## config.mk

```make
export PLATFORM = sky130hd
export DESIGN_NAME = scan_mapping_gate_flat
export DESIGN_NICKNAME = d
export VERILOG_FILES = /design/src/design/smg_pkg.sv /design/src/design/smg_if.sv /design/src/design/scan_mapping_gate.sv /design/src/design/smg_cfg_regs.sv /design/src/design/smg_ctrl.sv /design/src/design/smg_dp.sv /design/src/flat_wrapper.sv
export VERILOG_INCLUDE_DIRS = /design/src /design/src/design
export SDC_FILE = /design/constraint.sdc
export NUM_CORES = 2
export LEC_CHECK = 0
export CELL_PAD_IN_SITES_DETAIL_PLACEMENT = 0
export CELL_PAD_IN_SITES_GLOBAL_PLACEMENT = 2
export CORE_MARGIN = 2
export CORE_UTILIZATION = 47
export DETAILED_ROUTE_END_ITERATION = 16
export DONT_BUFFER_PORTS = 1
export GPL_TIMING_DRIVEN = 1
export PLACE_DENSITY = 0.9
export SLEW_MARGIN = 5
export SYNTH_ARGS = -nofsm -noshare
export SYNTH_HDL_FRONTEND = slang
export SYNTH_SLANG_ARGS = --single-unit
```

## constraint.sdc

```tcl
create_clock -name clk_i -period 22.9 [get_ports clk_i]
set_input_delay 1.145 -clock clk_i [delete_from_list [all_inputs] [get_ports clk_i]]
set_output_delay 1.145 -clock clk_i [all_outputs]
set_load 0.03 [all_outputs]
```

## src/design/scan_mapping_gate_defines.svh

```systemverilog
// Assertion helpers for the scan mapping gate top module.
`ifndef SCAN_MAPPING_GATE_DEFINES_SVH
`define SCAN_MAPPING_GATE_DEFINES_SVH

// Same-cycle implication, sampled on clk_i, idle while rst_ni is low.
`define SMG_ASSERT_IMP(lbl, ante, cons, msg) \
  lbl: assert property (@(posedge clk_i) disable iff (!rst_ni) (ante) |-> (cons)) \
    else $error(msg);

// Next-cycle implication, sampled on clk_i, idle while rst_ni is low.
`define SMG_ASSERT_NXT(lbl, ante, cons, msg) \
  lbl: assert property (@(posedge clk_i) disable iff (!rst_ni) (ante) |=> (cons)) \
    else $error(msg);

`endif

```

## src/design/smg_pkg.sv

```systemverilog
`timescale 1ns / 1ps

package smg_pkg;

  // field widths
  localparam int PoseW     = 24;
  localparam int HeadW     = 16;
  localparam int TimeW     = 32;
  localparam int PtsW      = 12;
  localparam int TransW    = 25;
  localparam int DHeadW    = 15;
  localparam int ReasonW   = 2;

  // configuration port
  localparam int CfgIdxW   = 2;
  localparam int CfgDataW  = 16;
  localparam int MaxTransW = 16;
  localparam int MaxRotW   = 15;
  localparam int SettleW   = 16;

  localparam logic [MaxTransW-1:0] MaxTransRst = MaxTransW'(350);
  localparam logic [MaxRotW-1:0]   MaxRotRst   = MaxRotW'(400);
  localparam logic [PtsW-1:0]      MinPtsRst   = PtsW'(24);
  localparam logic [SettleW-1:0]   SettleRst   = SettleW'(200);

  // datapath
  localparam int DeltaW    = PoseW + 1;          // pose step
  localparam int MulW      = DeltaW;             // shared multiplier operand
  localparam int SqW       = 2 * PoseW + 1;      // dx^2 + dy^2
  localparam int ThrW      = 2 * MaxTransW;      // max_translation^2
  localparam int RadW      = SqW + 1;            // even width for the root
  localparam int RootW     = RadW / 2;
  localparam int RemW      = RootW + 2;
  localparam int RootSteps = RootW;
  localparam int CntW      = $clog2(RootSteps);
  localparam int DhW       = HeadW + 1;
  localparam int WrapW     = DhW + 1;

  localparam int HalfTurn  = 18000;
  localparam int FullTurn  = 36000;

  typedef enum logic [ReasonW-1:0] {
    SKIP_NONE    = 2'd0,
    SKIP_TURN    = 2'd1,
    SKIP_SETTLE  = 2'd2,
    SKIP_QUALITY = 2'd3
  } skip_e;

  typedef enum logic [CfgIdxW-1:0] {
    CFG_MAX_TRANS  = 2'd0,
    CFG_MAX_ROT    = 2'd1,
    CFG_MIN_PTS    = 2'd2,
    CFG_SETTLE     = 2'd3
  } cfg_idx_e;

  typedef enum logic [2:0] {
    ST_IDLE,
    ST_SQ_X,
    ST_SQ_Y,
    ST_SQ_T,
    ST_ROOT,
    ST_FINISH
  } state_e;

  typedef struct packed {
    logic [MaxTransW-1:0] max_trans;
    logic [MaxRotW-1:0]   max_rot;
    logic [PtsW-1:0]      min_pts;
    logic [SettleW-1:0]   settle;
  } cfg_t;

  typedef struct packed {
    logic signed [PoseW-1:0] pose_x;
    logic signed [PoseW-1:0] pose_y;
    logic signed [HeadW-1:0] pose_heading;
    logic [TimeW-1:0]        time_ms;
    logic                    turn_flag;
    logic [PtsW-1:0]         usable_points;
  } frame_t;

  typedef struct packed {
    logic [TransW-1:0] delta_translation;
    logic [DHeadW-1:0] delta_heading;
    logic              turning_out;
    skip_e             skip_code;
    logic              update_allowed;
  } result_t;

  typedef struct packed {
    logic capture;
    logic sq_x;
    logic sq_y;
    logic sq_t;
    logic root_step;
    logic out_load;
  } cmd_t;

  typedef struct packed {
    logic root_last;
  } stat_t;

endpackage

```

## src/design/smg_if.sv

```systemverilog
`timescale 1ns / 1ps

interface smg_in_if;
  logic                             valid;
  logic                             ready;
  logic signed [smg_pkg::PoseW-1:0] pose_x;
  logic signed [smg_pkg::PoseW-1:0] pose_y;
  logic signed [smg_pkg::HeadW-1:0] pose_heading;
  logic [smg_pkg::TimeW-1:0]        time_ms;
  logic                             turn_flag;
  logic [smg_pkg::PtsW-1:0]         usable_points;

  modport source (output valid, pose_x, pose_y, pose_heading, time_ms, turn_flag,
                  usable_points, input ready);
  modport sink (input valid, pose_x, pose_y, pose_heading, time_ms, turn_flag,
                usable_points, output ready);
endinterface

interface smg_out_if;
  logic                        valid;
  logic                        ready;
  logic [smg_pkg::TransW-1:0]  delta_translation;
  logic [smg_pkg::DHeadW-1:0]  delta_heading;
  logic                        turning_out;
  logic [smg_pkg::ReasonW-1:0] skip_code;
  logic                        update_allowed;

  modport source (output valid, delta_translation, delta_heading, turning_out,
                  skip_code, update_allowed, input ready);
  modport sink (input valid, delta_translation, delta_heading, turning_out,
                skip_code, update_allowed, output ready);
endinterface

interface smg_cfg_if;
  logic                         valid;
  logic                         ready;
  logic [smg_pkg::CfgIdxW-1:0]  index;
  logic [smg_pkg::CfgDataW-1:0] data;

  modport source (output valid, index, data, input ready);
  modport sink (input valid, index, data, output ready);
endinterface

```

## src/design/scan_mapping_gate.sv

```systemverilog
`timescale 1ns / 1ps
`include "scan_mapping_gate_defines.svh"

// Scan mapping gate: judges each lidar frame against the previous one and
// reports the pose step (floor square root of dx^2 + dy^2, 0.1 mm), the
// absolute wrapped heading change (0.01 deg) and a skip reason: turning,
// settling after a turn ends, or a quality limit. One frame is handled at a
// time and occupies the block through the accepting cycle, three passes
// through a single shared 25x25 multiplier, 25 steps of the bit-serial
// square root and the load of the output register. The result word is
// valid once that register is loaded. The frame port is ready again in the
// cycle after the load, so the next frame may enter while the previous
// result still waits to be taken; a result not yet taken when the next one
// is finished holds the block until it goes.
// Configuration writes are taken every cycle and must only be made while
// the block is idle.
module scan_mapping_gate (
  input  logic       clk_i,
  input  logic       rst_ni,
  smg_in_if.sink     frame_i,
  smg_out_if.source  result_o,
  smg_cfg_if.sink    cfg_i
);

  smg_pkg::cfg_t    cfg;
  smg_pkg::cmd_t    cmd;
  smg_pkg::stat_t   stat;
  smg_pkg::frame_t  frame;
  smg_pkg::result_t res;

  logic word_turning;
  logic word_turn_code;
  logic word_dh_ok;

  assign frame.pose_x        = frame_i.pose_x;
  assign frame.pose_y        = frame_i.pose_y;
  assign frame.pose_heading  = frame_i.pose_heading;
  assign frame.time_ms       = frame_i.time_ms;
  assign frame.turn_flag     = frame_i.turn_flag;
  assign frame.usable_points = frame_i.usable_points;

  smg_cfg_regs u_cfg (
    .clk_i  (clk_i),
    .rst_ni (rst_ni),
    .cfg_i  (cfg_i),
    .cfg_o  (cfg)
  );

  smg_ctrl u_ctrl (
    .clk_i       (clk_i),
    .rst_ni      (rst_ni),
    .in_valid_i  (frame_i.valid),
    .in_ready_o  (frame_i.ready),
    .out_valid_o (result_o.valid),
    .out_ready_i (result_o.ready),
    .stat_i      (stat),
    .cmd_o       (cmd)
  );

  smg_dp u_dp (
    .clk_i    (clk_i),
    .rst_ni   (rst_ni),
    .cmd_i    (cmd),
    .stat_o   (stat),
    .cfg_i    (cfg),
    .frame_i  (frame),
    .result_o (res)
  );

  assign result_o.delta_translation = res.delta_translation;
  assign result_o.delta_heading     = res.delta_heading;
  assign result_o.turning_out       = res.turning_out;
  assign result_o.skip_code         = res.skip_code;
  assign result_o.update_allowed    = res.update_allowed;

  assign word_turning   = result_o.valid && result_o.turning_out;
  assign word_turn_code = (result_o.skip_code == smg_pkg::SKIP_TURN);
  assign word_dh_ok     = (result_o.delta_heading <= smg_pkg::DHeadW'(smg_pkg::HalfTurn));

  `SMG_ASSERT_NXT(a_busy_after_accept, frame_i.valid && frame_i.ready, !frame_i.ready, "ready after take")
  `SMG_ASSERT_IMP(a_turn_reason, word_turning, word_turn_code, "turning word, other skip code")
  `SMG_ASSERT_IMP(a_heading_range, result_o.valid, word_dh_ok, "heading beyond half a turn")

endmodule

```

## src/design/smg_cfg_regs.sv

```systemverilog
`timescale 1ns / 1ps

module smg_cfg_regs (
  input  logic            clk_i,
  input  logic            rst_ni,
  smg_cfg_if.sink         cfg_i,
  output smg_pkg::cfg_t   cfg_o
);

  smg_pkg::cfg_t cfg_q;

  assign cfg_i.ready = 1'b1;
  assign cfg_o       = cfg_q;

  always_ff @(posedge clk_i or negedge rst_ni) begin
    if (!rst_ni) begin
      cfg_q.max_trans <= smg_pkg::MaxTransRst;
      cfg_q.max_rot   <= smg_pkg::MaxRotRst;
      cfg_q.min_pts   <= smg_pkg::MinPtsRst;
      cfg_q.settle    <= smg_pkg::SettleRst;
    end else if (cfg_i.valid) begin
      unique case (smg_pkg::cfg_idx_e'(cfg_i.index))
        smg_pkg::CFG_MAX_TRANS: cfg_q.max_trans <= cfg_i.data[smg_pkg::MaxTransW-1:0];
        smg_pkg::CFG_MAX_ROT:   cfg_q.max_rot   <= cfg_i.data[smg_pkg::MaxRotW-1:0];
        smg_pkg::CFG_MIN_PTS:   cfg_q.min_pts   <= cfg_i.data[smg_pkg::PtsW-1:0];
        smg_pkg::CFG_SETTLE:    cfg_q.settle    <= cfg_i.data[smg_pkg::SettleW-1:0];
        default: ;
      endcase
    end
  end

endmodule

```

## src/design/smg_ctrl.sv

```systemverilog
`timescale 1ns / 1ps

module smg_ctrl (
  input  logic           clk_i,
  input  logic           rst_ni,
  input  logic           in_valid_i,
  output logic           in_ready_o,
  output logic           out_valid_o,
  input  logic           out_ready_i,
  input  smg_pkg::stat_t stat_i,
  output smg_pkg::cmd_t  cmd_o
);

  smg_pkg::state_e state_q, state_d;
  logic            out_valid_q, out_valid_d;

  always_ff @(posedge clk_i or negedge rst_ni) begin
    if (!rst_ni) begin
      state_q     <= smg_pkg::ST_IDLE;
      out_valid_q <= 1'b0;
    end else begin
      state_q     <= state_d;
      out_valid_q <= out_valid_d;
    end
  end

  always_comb begin
    state_d    = state_q;
    cmd_o      = '0;
    in_ready_o = 1'b0;
    unique case (state_q)
      smg_pkg::ST_IDLE: begin
        in_ready_o = 1'b1;
        if (in_valid_i) begin
          cmd_o.capture = 1'b1;
          state_d       = smg_pkg::ST_SQ_X;
        end
      end
      smg_pkg::ST_SQ_X: begin
        cmd_o.sq_x = 1'b1;
        state_d    = smg_pkg::ST_SQ_Y;
      end
      smg_pkg::ST_SQ_Y: begin
        cmd_o.sq_y = 1'b1;
        state_d    = smg_pkg::ST_SQ_T;
      end
      smg_pkg::ST_SQ_T: begin
        cmd_o.sq_t = 1'b1;
        state_d    = smg_pkg::ST_ROOT;
      end
      smg_pkg::ST_ROOT: begin
        cmd_o.root_step = 1'b1;
        if (stat_i.root_last) begin
          state_d = smg_pkg::ST_FINISH;
        end
      end
      smg_pkg::ST_FINISH: begin
        // wait for the output register to drain
        if (!out_valid_q || out_ready_i) begin
          cmd_o.out_load = 1'b1;
          state_d        = smg_pkg::ST_IDLE;
        end
      end
      default: state_d = smg_pkg::ST_IDLE;
    endcase
  end

  always_comb begin
    if (cmd_o.out_load) begin
      out_valid_d = 1'b1;
    end else if (out_ready_i) begin
      out_valid_d = 1'b0;
    end else begin
      out_valid_d = out_valid_q;
    end
  end

  assign out_valid_o = out_valid_q;

endmodule

```

## src/design/smg_dp.sv

```systemverilog
`timescale 1ns / 1ps

module smg_dp (
  input  logic             clk_i,
  input  logic             rst_ni,
  input  smg_pkg::cmd_t    cmd_i,
  output smg_pkg::stat_t   stat_o,
  input  smg_pkg::cfg_t    cfg_i,
  input  smg_pkg::frame_t  frame_i,
  output smg_pkg::result_t result_o
);

  localparam int PoseW  = smg_pkg::PoseW;
  localparam int HeadW  = smg_pkg::HeadW;
  localparam int TimeW  = smg_pkg::TimeW;
  localparam int DeltaW = smg_pkg::DeltaW;
  localparam int MulW   = smg_pkg::MulW;
  localparam int SqW    = smg_pkg::SqW;
  localparam int ThrW   = smg_pkg::ThrW;
  localparam int RadW   = smg_pkg::RadW;
  localparam int RootW  = smg_pkg::RootW;
  localparam int RemW   = smg_pkg::RemW;
  localparam int CntW   = smg_pkg::CntW;
  localparam int DhW    = smg_pkg::DhW;
  localparam int WrapW  = smg_pkg::WrapW;
  localparam int DHeadW = smg_pkg::DHeadW;

  localparam logic signed [WrapW-1:0] WrapHalf  = WrapW'(smg_pkg::HalfTurn);
  localparam logic signed [WrapW-1:0] WrapFull  = WrapW'(smg_pkg::FullTurn);
  localparam logic signed [WrapW-1:0] WrapTriH  = WrapW'(3 * smg_pkg::HalfTurn);
  localparam logic signed [WrapW-1:0] WrapTwoF  = WrapW'(2 * smg_pkg::FullTurn);

  // frame history
  logic signed [PoseW-1:0] prev_x_q, prev_y_q;
  logic signed [HeadW-1:0] prev_h_q;
  logic                    have_prev_q, prev_turn_q;
  logic [TimeW-1:0]        deadline_q;

  // per-frame working registers
  logic signed [DeltaW-1:0] dx_q, dy_q;
  logic signed [DhW-1:0]    dh_q;
  logic [TimeW-1:0]         now_q;
  logic                     turn_q, settle_q;
  logic [smg_pkg::PtsW-1:0] pts_q;
  logic [SqW-1:0]           sq_q;
  logic [ThrW-1:0]          thr_q;
  logic [DHeadW-1:0]        dhead_q;
  logic [RadW-1:0]          rad_q;
  logic [RemW-1:0]          rem_q;
  logic [RootW-1:0]         root_q;
  logic [CntW-1:0]          cnt_q;
  smg_pkg::result_t         res_q;

  logic signed [DeltaW-1:0]   dx_new, dy_new;
  logic signed [DhW-1:0]      dh_new;
  logic signed [MulW-1:0]     mul_a;
  logic signed [2*MulW-1:0]   prod;
  logic signed [WrapW-1:0]    dh_ext, dh_wrap;
  logic [DHeadW-1:0]          dh_abs;
  logic [TimeW-1:0]           left;
  logic [RemW+1:0]            rem_sh, trial;
  logic                       ge;
  logic                       fail;
  smg_pkg::skip_e             reason;

  assign dx_new = DeltaW'(frame_i.pose_x) - DeltaW'(prev_x_q);
  assign dy_new = DeltaW'(frame_i.pose_y) - DeltaW'(prev_y_q);
  assign dh_new = DhW'(frame_i.pose_heading) - DhW'(prev_h_q);

  // one shared multiplier: dx^2, dy^2, then the translation limit squared
  always_comb begin
    if (cmd_i.sq_x) begin
      mul_a = dx_q;
    end else if (cmd_i.sq_y) begin
      mul_a = dy_q;
    end else begin
      mul_a = signed'(MulW'(cfg_i.max_trans));
    end
  end
  assign prod = mul_a * mul_a;

  // heading step wrapped into [-18000, 18000]
  assign dh_ext = WrapW'(dh_q);
  always_comb begin
    priority if (dh_ext > WrapTriH) begin
      dh_wrap = dh_ext - WrapTwoF;
    end else if (dh_ext > WrapHalf) begin
      dh_wrap = dh_ext - WrapFull;
    end else if (dh_ext < -WrapTriH) begin
      dh_wrap = dh_ext + WrapTwoF;
    end else if (dh_ext < -WrapHalf) begin
      dh_wrap = dh_ext + WrapFull;
    end else begin
      dh_wrap = dh_ext;
    end
  end
  assign dh_abs = dh_wrap[WrapW-1] ? DHeadW'(-dh_wrap) : DHeadW'(dh_wrap);

  assign left = deadline_q - now_q;

  // restoring square root, one result bit per step
  assign rem_sh = {rem_q, rad_q[RadW-1 -: 2]};
  assign trial  = (RemW+2)'({root_q, 2'b01});
  assign ge     = rem_sh >= trial;

  assign stat_o.root_last = (cnt_q == '0);

  assign fail = (sq_q > SqW'(thr_q)) || (DHeadW'(dhead_q) > DHeadW'(cfg_i.max_rot))
             || (pts_q < cfg_i.min_pts);

  always_comb begin
    priority if (turn_q) begin
      reason = smg_pkg::SKIP_TURN;
    end else if (settle_q) begin
      reason = smg_pkg::SKIP_SETTLE;
    end else if (fail) begin
      reason = smg_pkg::SKIP_QUALITY;
    end else begin
      reason = smg_pkg::SKIP_NONE;
    end
  end

  always_ff @(posedge clk_i or negedge rst_ni) begin
    if (!rst_ni) begin
      prev_x_q    <= '0;
      prev_y_q    <= '0;
      prev_h_q    <= '0;
      have_prev_q <= 1'b0;
      prev_turn_q <= 1'b0;
      deadline_q  <= '0;
    end else if (cmd_i.capture) begin
      prev_x_q    <= frame_i.pose_x;
      prev_y_q    <= frame_i.pose_y;
      prev_h_q    <= frame_i.pose_heading;
      have_prev_q <= 1'b1;
      prev_turn_q <= frame_i.turn_flag;
      if (prev_turn_q && !frame_i.turn_flag) begin
        deadline_q <= frame_i.time_ms + TimeW'(cfg_i.settle);
      end
    end
  end

  always_ff @(posedge clk_i) begin
    if (cmd_i.capture) begin
      // first frame: zero deltas
      dx_q   <= have_prev_q ? dx_new : '0;
      dy_q   <= have_prev_q ? dy_new : '0;
      dh_q   <= have_prev_q ? dh_new : '0;
      now_q  <= frame_i.time_ms;
      turn_q <= frame_i.turn_flag;
      pts_q  <= frame_i.usable_points;
    end
    if (cmd_i.sq_x) begin
      sq_q     <= prod[SqW-1:0];
      dhead_q  <= dh_abs;
      settle_q <= !turn_q && (left != '0) && !left[TimeW-1];
    end
    if (cmd_i.sq_y) begin
      sq_q <= sq_q + prod[SqW-1:0];
    end
    if (cmd_i.sq_t) begin
      thr_q  <= prod[ThrW-1:0];
      rad_q  <= RadW'(sq_q);
      rem_q  <= '0;
      root_q <= '0;
      cnt_q  <= CntW'(smg_pkg::RootSteps - 1);
    end
    if (cmd_i.root_step) begin
      rad_q  <= {rad_q[RadW-3:0], 2'b00};
      rem_q  <= ge ? RemW'(rem_sh - trial) : RemW'(rem_sh);
      root_q <= {root_q[RootW-2:0], ge};
      cnt_q  <= cnt_q - CntW'(1);
    end
    if (cmd_i.out_load) begin
      res_q.delta_translation <= root_q;
      res_q.delta_heading     <= dhead_q;
      res_q.turning_out       <= turn_q;
      res_q.skip_code         <= reason;
      res_q.update_allowed    <= (reason == smg_pkg::SKIP_NONE);
    end
  end

  assign result_o = res_q;

endmodule
```

## src/flat_wrapper.sv

```systemverilog
// flat-port wrapper written by rule: the top's interface ports become plain ports
module scan_mapping_gate_flat 
  (clk_i, rst_ni, frame_i_valid, frame_i_pose_x, frame_i_pose_y, frame_i_pose_heading, frame_i_time_ms, frame_i_turn_flag, frame_i_usable_points, frame_i_ready, result_o_valid, result_o_delta_translation, result_o_delta_heading, result_o_turning_out, result_o_skip_code, result_o_update_allowed, result_o_ready, cfg_i_valid, cfg_i_index, cfg_i_data, cfg_i_ready);
  smg_in_if frame_i_i ();
  smg_out_if result_o_i ();
  smg_cfg_if cfg_i_i ();
  input  logic clk_i;
  input  logic rst_ni;
  input wire logic [$bits(frame_i_i.valid)-1:0] frame_i_valid;
  input wire logic [$bits(frame_i_i.pose_x)-1:0] frame_i_pose_x;
  input wire logic [$bits(frame_i_i.pose_y)-1:0] frame_i_pose_y;
  input wire logic [$bits(frame_i_i.pose_heading)-1:0] frame_i_pose_heading;
  input wire logic [$bits(frame_i_i.time_ms)-1:0] frame_i_time_ms;
  input wire logic [$bits(frame_i_i.turn_flag)-1:0] frame_i_turn_flag;
  input wire logic [$bits(frame_i_i.usable_points)-1:0] frame_i_usable_points;
  output wire logic [$bits(frame_i_i.ready)-1:0] frame_i_ready;
  output wire logic [$bits(result_o_i.valid)-1:0] result_o_valid;
  output wire logic [$bits(result_o_i.delta_translation)-1:0] result_o_delta_translation;
  output wire logic [$bits(result_o_i.delta_heading)-1:0] result_o_delta_heading;
  output wire logic [$bits(result_o_i.turning_out)-1:0] result_o_turning_out;
  output wire logic [$bits(result_o_i.skip_code)-1:0] result_o_skip_code;
  output wire logic [$bits(result_o_i.update_allowed)-1:0] result_o_update_allowed;
  input wire logic [$bits(result_o_i.ready)-1:0] result_o_ready;
  input wire logic [$bits(cfg_i_i.valid)-1:0] cfg_i_valid;
  input wire logic [$bits(cfg_i_i.index)-1:0] cfg_i_index;
  input wire logic [$bits(cfg_i_i.data)-1:0] cfg_i_data;
  output wire logic [$bits(cfg_i_i.ready)-1:0] cfg_i_ready;
  assign frame_i_i.valid = frame_i_valid;
  assign frame_i_i.pose_x = frame_i_pose_x;
  assign frame_i_i.pose_y = frame_i_pose_y;
  assign frame_i_i.pose_heading = frame_i_pose_heading;
  assign frame_i_i.time_ms = frame_i_time_ms;
  assign frame_i_i.turn_flag = frame_i_turn_flag;
  assign frame_i_i.usable_points = frame_i_usable_points;
  assign frame_i_ready = frame_i_i.ready;
  assign result_o_valid = result_o_i.valid;
  assign result_o_delta_translation = result_o_i.delta_translation;
  assign result_o_delta_heading = result_o_i.delta_heading;
  assign result_o_turning_out = result_o_i.turning_out;
  assign result_o_skip_code = result_o_i.skip_code;
  assign result_o_update_allowed = result_o_i.update_allowed;
  assign result_o_i.ready = result_o_ready;
  assign cfg_i_i.valid = cfg_i_valid;
  assign cfg_i_i.index = cfg_i_index;
  assign cfg_i_i.data = cfg_i_data;
  assign cfg_i_ready = cfg_i_i.ready;
  scan_mapping_gate u_core (.clk_i(clk_i), .rst_ni(rst_ni), .frame_i(frame_i_i), .result_o(result_o_i), .cfg_i(cfg_i_i));
endmodule
```

==> flow_summary_export.csv <==
group,metric,value,unit
status,status,"complete, no violations",
timing,final-hold-violation-count,0,
synth,ys_warn_count,0,
die,num_rows,120,
route,via_per_inst,5.39,
timing,setup_violations,0,
synth,syn-instance-count,5146,
setup_path,cp.required,23270,ps
clock_tree,htree_num_levels,2,
clock_tree,clk_latency,690,ps
synth,ys_seq_area_frac,0.291,
finish,final_common_cell,"inv_1",
synth,ys_ff_latch,520,
die,io_pins,179,
finish,num-nets-final,6228,
place,hpwl,99100,µm
route,vias,35300,
clock_tree,clkSinkCount,520,
synth,syn-num-nets,6278,
clock_tree,cts_root_buffer,"clkbuf_16",
route,wl_met3,7010,µm
setup_path,crit_type,"flop to flop",
clock_tree,cts-buffers-inserted,60,
global_routing,grt_max_degree,162,
route,wl_met2,60700,µm
synth,yosys_most_used_dff,"edfxtp_1",
global_routing,grt_pass1_wl,206000,µm
worst_hold_path,hp-class,"input pin to asynchronous set/reset pin",
global_routing,grt_overflow_total,0,
place,globalplace.congestion,0.906,
clock_tree,ctsHoldBuffers,0,
timing,setup_tns,0,ps
clock_tree,clk_pin_slew,70,ps
die,die_h,333,µm
die,design.core.area,107000,µm²
timing,slew_headroom,0.236,
clock_tree,cts_resized,0,
synth,avgSynthCellArea,9.89,µm²
synth,syn_area,50900,µm²
route,drc,0,
finish,most-common-layout-cells,"inv_1 (941), fa_1 (605), nand2_1 (488)",
global_routing,antenna_found_initial,2,
place,placed_area,52400,µm²
die,start_util,0.475,
route,final_antenna_net_count,0,
finish,final_area,54400,µm²
setup_path,endpoint_kind,"flop",
route,wirelength_met1,56100,µm
setup_path,timing.critical_path.mode_cell,"fa_1",
timing,final_max_slew_viol_count,0,
timing,post-route-min-period,12590,ps
global_routing,grt_pass1_vias,37074,
setup_path,startpoint_type,"flop",
setup_path,path_max_fanout,50,
clock_tree,clockBufferDepth,3,
place,port_buffers,0,
setup_path,cpPeakStageDelay,650,ps
die,die_x,333,µm
clock_tree,cts_tree,"done",
synth,synth_top_cell_area_share,0.238,
setup_path,arrival,12960,ps
synth,synth_area_leader_cell,"fa_1",
timing,finClkSkew,72.4,ps
clock_tree,postCtsSetupBuffers,0,
timing,tightest_slew,1140,ps
route,wl_per_cell,19.4,µm
route,drt_first_pass_iters,8,
synth,synth_cell_types,103,
synth,async_flop_share,0.310,
route,drtIter0Drc,2213,
finish,final_util,0.508,
synth,synth_edf_count,357,
finish,drive_above_1_share,0.0598,
timing,post-route-period-util,0.550,
run,maxCapViolations,0,
finish,syn_to_final_growth,6.90,%
route,top_layer_used,"met4",
route,totalWireLength,127000,µm
timing,clock.fmax,79.4,MHz
timing,rsz0062_at_grt,"no",
die,die_area,111000,µm²
synth,synthTopCellsByArea,"fa_1 (24%), edfxtp_1 (21%), ha_1 (9.7%), dfrtp_1 (7.2%), inv_1 (6.9%)",
setup_path,slowest_stage,"clkinv_1",
global_routing,gr-usage-all-layers,0.236,
[Yosys cell counts (24+ instances only)]
master and instances:
a211oi_1 30, a21o_1 133, a21oi_1 214, a22o_1 53, a31oi_1 32, and3_1 42, clkbuf_1 136, dfrtp_1 147
edfxtp_1 357, fa_1 605, ha_1 395, inv_1 941, mux2_2 74, nand2_1 489, nand2b_1 52, nand3_1 73
nand4_1 39, nor2_1 359, nor2b_1 42, nor3_1 66, o21a_1 31, o21ai_0 254, o21bai_1 24, xnor2_1 129
xor2_1 90
[critical path: cells and delay by family (launching register included)]
kind                     cells  cell delay [ps]
flip-flops                   1              500
XOR/XNOR                     2              340
AND/OR/NAND/NOR              8             1420
buffers and inverters        6             1490
adder cells (fa/ha/maj)      9             4180
AO/OA/AOI/OAI               17             4330
[cells by family after synthesis]
logic type,synth area share
buffers and inverters,0.0826
xor gates and xnor gates,0.0384
other,0.0000737
DFF,0.291
muxes,0.0185
adders and majority gates,0.335
and+or+nand+nor,0.112
AOI/OAI and AO/OA,0.122
[flip-flops by register name, summed over array words and instances, names as in the netlist, 25 cells and up]
name,cells
u_core.u_dp.dx_q,25
u_core.u_dp.deadline_q,32
u_core.u_dp.thr_q,31
u_core.u_dp.rem_q,27
u_core.u_dp.root_q,25
u_core.u_dp.now_q,32
u_core.u_dp.result_o,44
u_core.u_cfg.cfg_o,59
u_core.u_dp.sq_q,49
u_core.u_dp.dy_q,25
u_core.u_dp.rad_q,50
[per-layer routing]
layer / vias up / global-route usage
li1: 16847 / -
met1: 17406 / 0.319
met2: 849 / 0.396
met3: 198 / 0.0380
met4: 0 / 0.0578
met5: - / 0
[layout make-up]
class	instances	area (µm²)
multi-input cells	3516	31900
fillers	9915	52800
well taps	1403	1760
flip-flops and latches	520	14800
diodes	1	2.50
clock buffers	69	1560
inverters	951	3570
clock inverters	44	425
repair buffers	47	353
[final timing paths]
check                                                       endpoint  slack, ps                                 start  cells past startpoint
min in group clk_i                u_core.u_dp.result_o[35]$_DFFE_PP_        450  u_core.u_dp.root_q[16]$_SDFFCE_PN0P_                      0
max in group asynchronous       u_core.u_ctrl.state_q[2]$_DFFE_PN0P_      22200                                rst_ni                      0
worst min-delay path             u_core.u_dp.prev_h_q[5]$_DFFE_PN0P_        140                                rst_ni                      0
worst max register to register        u_core.u_dp.sq_q[48]$_DFFE_PN_      10310  u_core.u_ctrl.state_q[0]$_DFFE_PN0P_                     42
worst min register to register    u_core.u_dp.result_o[35]$_DFFE_PP_        450  u_core.u_dp.root_q[16]$_SDFFCE_PN0P_                      0
worst max-delay path                  u_core.u_dp.sq_q[48]$_DFFE_PN_      10310  u_core.u_ctrl.state_q[0]$_DFFE_PN0P_                     42
[metrics by stage]
stage	instances	setup slack, ps	hold WS [ps]
finish	6551	10310	145
global placement	6437	10740	435
CTS	6550	10380	91.9
floorplan	5146	12150	426
global route	6550	9680	106
detailed placement	6437	10470	435
Power is left out: the tool's default activity adds up to more than one toggle a clock period on the data nets, which glitch-free logic cannot reach.
